`config.mk`:
```
export PLATFORM = sky130hd
export DESIGN_NAME = lzwd_ctrl
export DESIGN_NICKNAME = d
export VERILOG_FILES = /design/src/hw/rtl/lzwd_pkg.sv /design/src/hw/rtl/lzwd_ctrl.sv
export SDC_FILE = /design/constraint.sdc
export NUM_CORES = 1
export LEC_CHECK = 0
export BUFFER_PORTS_ARGS = -buffer_cell sky130_fd_sc_hd__buf_2
export CORE_MARGIN = 2
export CORE_UTILIZATION = 30
export CTS_BUF_LIST = sky130_fd_sc_hd__clkbuf_8
export CTS_CLUSTER_DIAMETER = 200
export DETAILED_ROUTE_END_ITERATION = 8
export PLACE_DENSITY = 0.68
export SKIP_LAST_GASP = 1
export SLEW_MARGIN = 10
export SYNTH_ARGS = -nofsm -noshare
export SYNTH_HDL_FRONTEND = slang
export SYNTH_SLANG_ARGS = --single-unit
```
`constraint.sdc`:
```
create_clock -name i_clk -period 2.7 [get_ports i_clk]
set_input_delay 0.135 -clock i_clk [delete_from_list [all_inputs] [get_ports i_clk]]
set_output_delay 0.135 -clock i_clk [all_outputs]
set_load 0.005 [all_outputs]
```
`src/hw/rtl/lzwd_pkg.sv`:
```
// ----------------------------------------------------------------------------
// lzwd_pkg
// Shared types and constants for the variable-width LZW decoder.
// ----------------------------------------------------------------------------
package lzwd_pkg;

    typedef enum logic [4:0] {
        S_IDLE   = 5'b00001,
        S_DECODE = 5'b00010,
        S_WALK   = 5'b00100,
        S_POP    = 5'b01000,
        S_OUT    = 5'b10000
    } t_state;

    localparam logic [1:0] STATUS_DATA    = 2'd0;
    localparam logic [1:0] STATUS_END     = 2'd1;
    localparam logic [1:0] STATUS_OVERRUN = 2'd2;

    localparam logic [3:0] MIN_CODE_BITS = 4'd9;

    typedef struct packed {
        logic accept;
        logic decode;
        logic walk;
        logic pop;
        logic taken;
    } t_cmd;

    typedef struct packed {
        logic stopped;
        logic code_ready;
        logic is_literal;
        logic is_end;
        logic is_reset;
        logic chain_end;
        logic overrun;
        logic sp_zero;
        logic pop_stop;
        logic last;
    } t_sts;

endpackage

```
`src/hw/rtl/lzwd_ctrl.sv`:
```
// ----------------------------------------------------------------------------
// lzwd_ctrl
// Sequencer: accept, decode, chain walk, stack pop and result hand-off.
// ----------------------------------------------------------------------------
module lzwd_ctrl (
    input  logic          i_clk,
    input  logic          i_rst_n,
    input  logic          i_valid,
    output logic          o_stall,
    output logic          o_valid,
    input  logic          i_stall,
    input  lzwd_pkg::t_sts i_sts,
    output lzwd_pkg::t_cmd o_cmd
);

    lzwd_pkg::t_state r_state, n_state;

    always_comb begin
        n_state = r_state;
        unique case (r_state)
            lzwd_pkg::S_IDLE: begin
                if (i_valid && !i_sts.stopped && i_sts.code_ready) begin
                    n_state = lzwd_pkg::S_DECODE;
                end
            end
            lzwd_pkg::S_DECODE: begin
                if (i_sts.is_literal || i_sts.is_end) begin
                    n_state = lzwd_pkg::S_OUT;
                end else if (i_sts.is_reset) begin
                    n_state = lzwd_pkg::S_IDLE;
                end else begin
                    n_state = lzwd_pkg::S_WALK;
                end
            end
            lzwd_pkg::S_WALK: begin
                if (i_sts.chain_end) begin
                    n_state = i_sts.sp_zero ? lzwd_pkg::S_OUT : lzwd_pkg::S_POP;
                end else if (i_sts.overrun) begin
                    n_state = lzwd_pkg::S_OUT;
                end
            end
            lzwd_pkg::S_POP: begin
                if (i_sts.pop_stop) begin
                    n_state = lzwd_pkg::S_OUT;
                end
            end
            lzwd_pkg::S_OUT: begin
                if (!i_stall) begin
                    n_state = i_sts.last ? lzwd_pkg::S_IDLE : lzwd_pkg::S_POP;
                end
            end
            default: n_state = lzwd_pkg::S_IDLE;
        endcase
    end

    always_ff @(posedge i_clk) begin
        if (!i_rst_n) begin
            r_state <= lzwd_pkg::S_IDLE;
        end else begin
            r_state <= n_state;
        end
    end

    assign o_stall      = (r_state != lzwd_pkg::S_IDLE);
    assign o_valid      = (r_state == lzwd_pkg::S_OUT);
    assign o_cmd.accept = (r_state == lzwd_pkg::S_IDLE) && i_valid;
    assign o_cmd.decode = (r_state == lzwd_pkg::S_DECODE);
    assign o_cmd.walk   = (r_state == lzwd_pkg::S_WALK);
    assign o_cmd.pop    = (r_state == lzwd_pkg::S_POP);
    assign o_cmd.taken  = (r_state == lzwd_pkg::S_OUT) && !i_stall;

endmodule

```
* Word level (Yosys, flattened, before mapping) *
Index checks and enable logic that the tools add are counted.

word-level totals
  register bits = 5
  output and inout bits = 7
  input bits = 14
  word-level logic and storage cells = 29

cells by class
  reduce and logical (&&, ||, !) cells = 8
  mux-type cells = 10
  eq/ne operators = 10

operator list
  cell                                                                      count
  5-bit two-way mux                                                         7
  5-bit one-hot mux with 5 select lines                                     1
  2-bit inequality test (second input constant)                             3
  5-bit by 1-bit == test with 1-bit output (second input constant)          1
  5-bit by 2-bit == test with 1-bit output (second input constant)          1
  5-bit by 3-bit == test with 1-bit output (second input constant)          1
  5-bit by 4-bit == test with 1-bit output (second input constant)          1
  5-bit == test (second input constant)                                     1
  5-bit by 1-bit inequality test with 1-bit output (second input constant)  1
  1-bit logical AND                                                         4
  4-bit two-way mux                                                         1
  4-bit AND reduction                                                       1
  3-bit two-way mux                                                         1
  3-bit inequality test (second input constant)                             1
  1-bit logical NOT                                                         2
  1-bit logical OR                                                          1

* Logic depth before layout (Yosys ltp) *
  depth after elaboration = 5
  depth in mapped cells = 5
  depth with buffers taken out = 5

* Worst setup path after synthesis *
Ideal clock, no wire load.

  path type = register -> register
  start point = reg r_state[3]
  end point = reg r_state[4]
  clock period less this slack = 1.262 ns
  buffers on the path = 0
  required time = 2.585 ns
  stages on the path, launching flop included = 5
  setup time = 0.115 ns
  data arrival time = 1.147 ns
  path slack = 1.438 ns
  cells stage by stage = dfxtp_1 > nor4_4 > nand3_2 > and3_4 > a31o_1

on the way
  longest elaborated chain between the ends = 3
  elaborated cells on any way between the ends = 11
  those cells by class = eq/ne (9); mux (1); reduce/logical (1)

RTL lines
  element                                                                   RTL line         text
  start: declaration                                                        lzwd_ctrl.sv:16  lzwd_pkg::t_state r_state, n_state;
  start signal: assignment                                                  lzwd_ctrl.sv:58  r_state <= lzwd_pkg::S_IDLE;
  start signal: assignment                                                  lzwd_ctrl.sv:60  r_state <= n_state;
  5-bit by 3-bit == test with 1-bit output (tied with other cells)          lzwd_ctrl.sv:20  unique case (r_state)
  3-bit inequality test (no line) or 2-bit inequality test (tied branches)  --
  4-bit AND reduction (no line)                                             --

Parallel ways exist; a longest one is shown, timed or not.
A chain may end at the register's enable or synchronous reset.

==> metrics.md <==
| Metric | Value |
|---|---|
| Largest regs | r_state: 5 flops |
| Total power | 0.376 mW |
| Synth warn | 0 |
| Final hold vios | 0 |
| Clock Latency Late Sink | 0.22 ns |
| Setup slack after layout | 1.25 ns |
| Total Wirelength | 973 um |
| R2r startpoint | r_state[0]$_SDFFE_PN1P_ |
| Fin crit period | 1.45 ns |
| Drt first pass iters | 4 |
| CP top delay family | simple AND/OR/NAND/NOR gates |
| Worst-path clk slew | 0.03 ns |
| # Max-Cap Violations | 0 |
| Worst vdd ir | 0.424 mV |
| Endpoints failing setup | 0 |
| Setup crit end kind | output port |
| Biggest register | r_state |
| Hold crit path type | primary input to flop |
| Worst reg2reg endpoint | r_state[4]$_SDFFE_PN0P_ |
| Combinational Power Share | 35.7% |
| Worst endpoint required time | 2.57 ns |
| P per Cell Area | 654 mW/mm2 |
| Post-route cell area | 576 um2 |
| Fillers | 132 |
| Setup_tns | 0 ns |
| CTS Hold Buffers Added | 0 |
| Reg2Reg Setup Slack | 1.31 ns |
| Sw frac | 32.1% |
| CP Cell Sequence | nor2b_2, and2_1, nor2b_1, buf_2 |
| Leak | 0.269 nW |
| FF+latch count, synth | 5 |
| Clk network pwr share | 35.1% |
| Via count | 455 |
| F_max | 691 MHz |
| Tcrit/Tclk final | 53.6% |
| Post-CTS setup buffers | 0 |
| Placed Cells | 86 |
| Initial detailed-routing violation count | 13 |
| Vias per inst | 5.06 |
| Area growth syn-to-layout | 39.8% |
| Placement row count | 13 |
| Drt wl/cell | 10.8 um |
| R2R cell count | 4 |
| Overall die height | 41.0 um |
| Fin Clk Skew | 0.00379 ns |
| Cts bufs inserted | 3 |
| Starting density of the core | 32.0% |
| Synth unique cells | 27 |
| First-pass GRT wire length | 1610 um |
| TritonCTS clock tree | yes |
| CP bufs+invs | 1 |
| GRT overflow | 0 |
| Post-cts sizing count | 0 |
| Critical path class | flop to output port |
| Hold slack final | 0.183 ns |
| Worst Hold Launch | i_rst_n |
| GPL Wtd Cong | 0.845 |
| Final Core Density | 44.8% |
| Sequential area share after synthesis | 24.3% |
| Routed Antenna Nets | 0 |
| Unrepaired setup endpoints after global routing | false |
| Placeable Area | 0.00128 mm2 |
| Gate Count Post-Synth | 51 |
| Max reg flops | 5 |
| Root Buffer | clkbuf_8 |
| NetSw | 0.121 mW |
| H-tree Lvls | 1 |
| Vias in the first global route | 396 |
| Die Width | 41.0 um |
| Max-slew violation count | 0 |
| Status | finished, final reports clean |
| # clock sinks | 5 |
| Antenna violations before repair | 0 |
| Post-place setup slack | 1.32 ns |
| Syn_nets | 65 |
| Relative slew margins | 79.3% |
| CP peak stage delay | 0.45 ns |
| DP HPWL | 817 um |
| Nets | 90 |
| Non-Filler Instances | 90 |
| CP Max Fanout | 5 |
| Sequential power share | 29.2% |
| Area leader, netlist | dfxtp_1 |
| Share of cells above drive strength 1 | 41.3% |
| Die area | 0.00168 mm2 |
| Clock tree buffer depth | 2 |
| Global-route usage over all layers | 14.7% |
| Top cells by area, synth | dfxtp_1 (24%), nand3b_1 (7.3%), nor2_1 (5.5%) |
| Hold EP | r_state[4]$_SDFFE_PN0P_ |
| CP arrival | 1.31 ns |
| IO Port Bufs | 20 |
| Slew @ Worst Pin | 0.310 ns |
| Post-synthesis instance area | 412 um2 |
| Num ports | 21 |
| CP max stage cell | dfxtp_1 |
| CP startpoint kind | flop |
| Syn avg cell area | 8.07 um2 |
| Largest net degree at the start of global routing | 9 |
| Internal Pwr Total | 0.256 mW |
| Area after DPL | 531 um2 |
| Synth top area share | 24.3% |
| Hold path depth | 2 |
| DRC | 0 |
| Ant. Diodes | 0 |
kinds of logic (layout without fill, tap and decap cells):
family,after synthesis,count (layout),synth area share [%]
simple gates,32,32,55.3
compound gates,10,10,16.7
flops,5,5,24.3
buf+inv,4,28,3.65
layout by cell type, fill, tap and decap left out, types with 2 or more instances in the layout:
master,n
nand3b_1,4
dfxtp_1,5
a41oi_1,2
nor2_1,6
nor3_2,2
a21oi_1,2
nand2b_1,2
nor2b_1,3
inv_1,5
clkbuf_8,3
nor3b_1,2
nand3_1,3
buf_2,20
cell usage after synthesis:
cell and number:
nor2_1 6, dfxtp_1 5, inv_1 4, nand3b_1 4, nand3_1 3, nor2b_1 3
a21oi_1 2, a41oi_1 2, nand2b_1 2, nor3_2 2, nor3b_1 2, a31o_1 1
a31o_2 1, a31oi_1 1, and2_1 1, and2_2 1, and3_4 1, nand2_1 1
nand3_2 1, nand4_1 1, nand4b_1 1, nor2b_2 1, nor4_4 1, nor4bb_1 1
o211ai_1 1, o21ai_0 1, o21ai_1 1
power by group through the flow:
stage / Combinational, mW / Clock [mW] / Sequential, mW
final: 0.134 / 0.132 / 0.110
after global routing: 0.149 / 0.140 / 0.113
after CTS: 0.135 / 0.136 / 0.110
after detailed placement: 0.134 / 0 / 0.111
after global placement: 0.134 / 0 / 0.111
after floorplan: 0.0968 / 0 / 0.108
metal layers:
metal | part of all wire [%] | up-vias | GRT usage [%]
met5 | 0 | - | 0
met4 | 0 | 0 | 5.00
met3 | 7.6 | 0 | 4.89
met2 | 43 | 19 | 24.2
met1 | 49 | 194 | 17.6
li1 | - | 242 | -
layout make-up:
class | count | area [um2] | area share, %
tap | 15 | 18.8 | 3.26
multi-input combinational | 42 | 297 | 51.5
sequential | 5 | 100 | 17.4
clock inverter | 1 | 3.75 | 0.652
clock buffer | 3 | 41.3 | 7.17
inverter | 4 | 15.0 | 2.61
timing repair buffer | 20 | 100 | 17.4
worst register-to-register path: cells and delay by family, from the launching register on:
kind            cells  cell delay [ns]
compound gates      1             0.21
flops               1             0.39
simple gates        3             0.68
worst max-delay path by stage:
stage / startpoint / end / slack [ns] / depth (start not counted)
2_1_floorplan: r_state[3]$_SDFFE_PN0P_ / r_state[4]$_SDFFE_PN0P_ / 1.44 / 4
3_3_place_gp: r_state[0]$_SDFFE_PN1P_ / r_state[4]$_SDFFE_PN0P_ / 1.34 / 4
3_5_place_dp: r_state[0]$_SDFFE_PN1P_ / r_state[4]$_SDFFE_PN0P_ / 1.32 / 4
4_1_cts: r_state[4]$_SDFFE_PN0P_ / o_cmd[0] / 1.24 / 4
5_1_grt: r_state[0]$_SDFFE_PN1P_ / o_cmd[0] / 1.11 / 4
6_report: r_state[4]$_SDFFE_PN0P_ / o_cmd[0] / 1.25 / 4
Power figures use the tool's default switching activity.
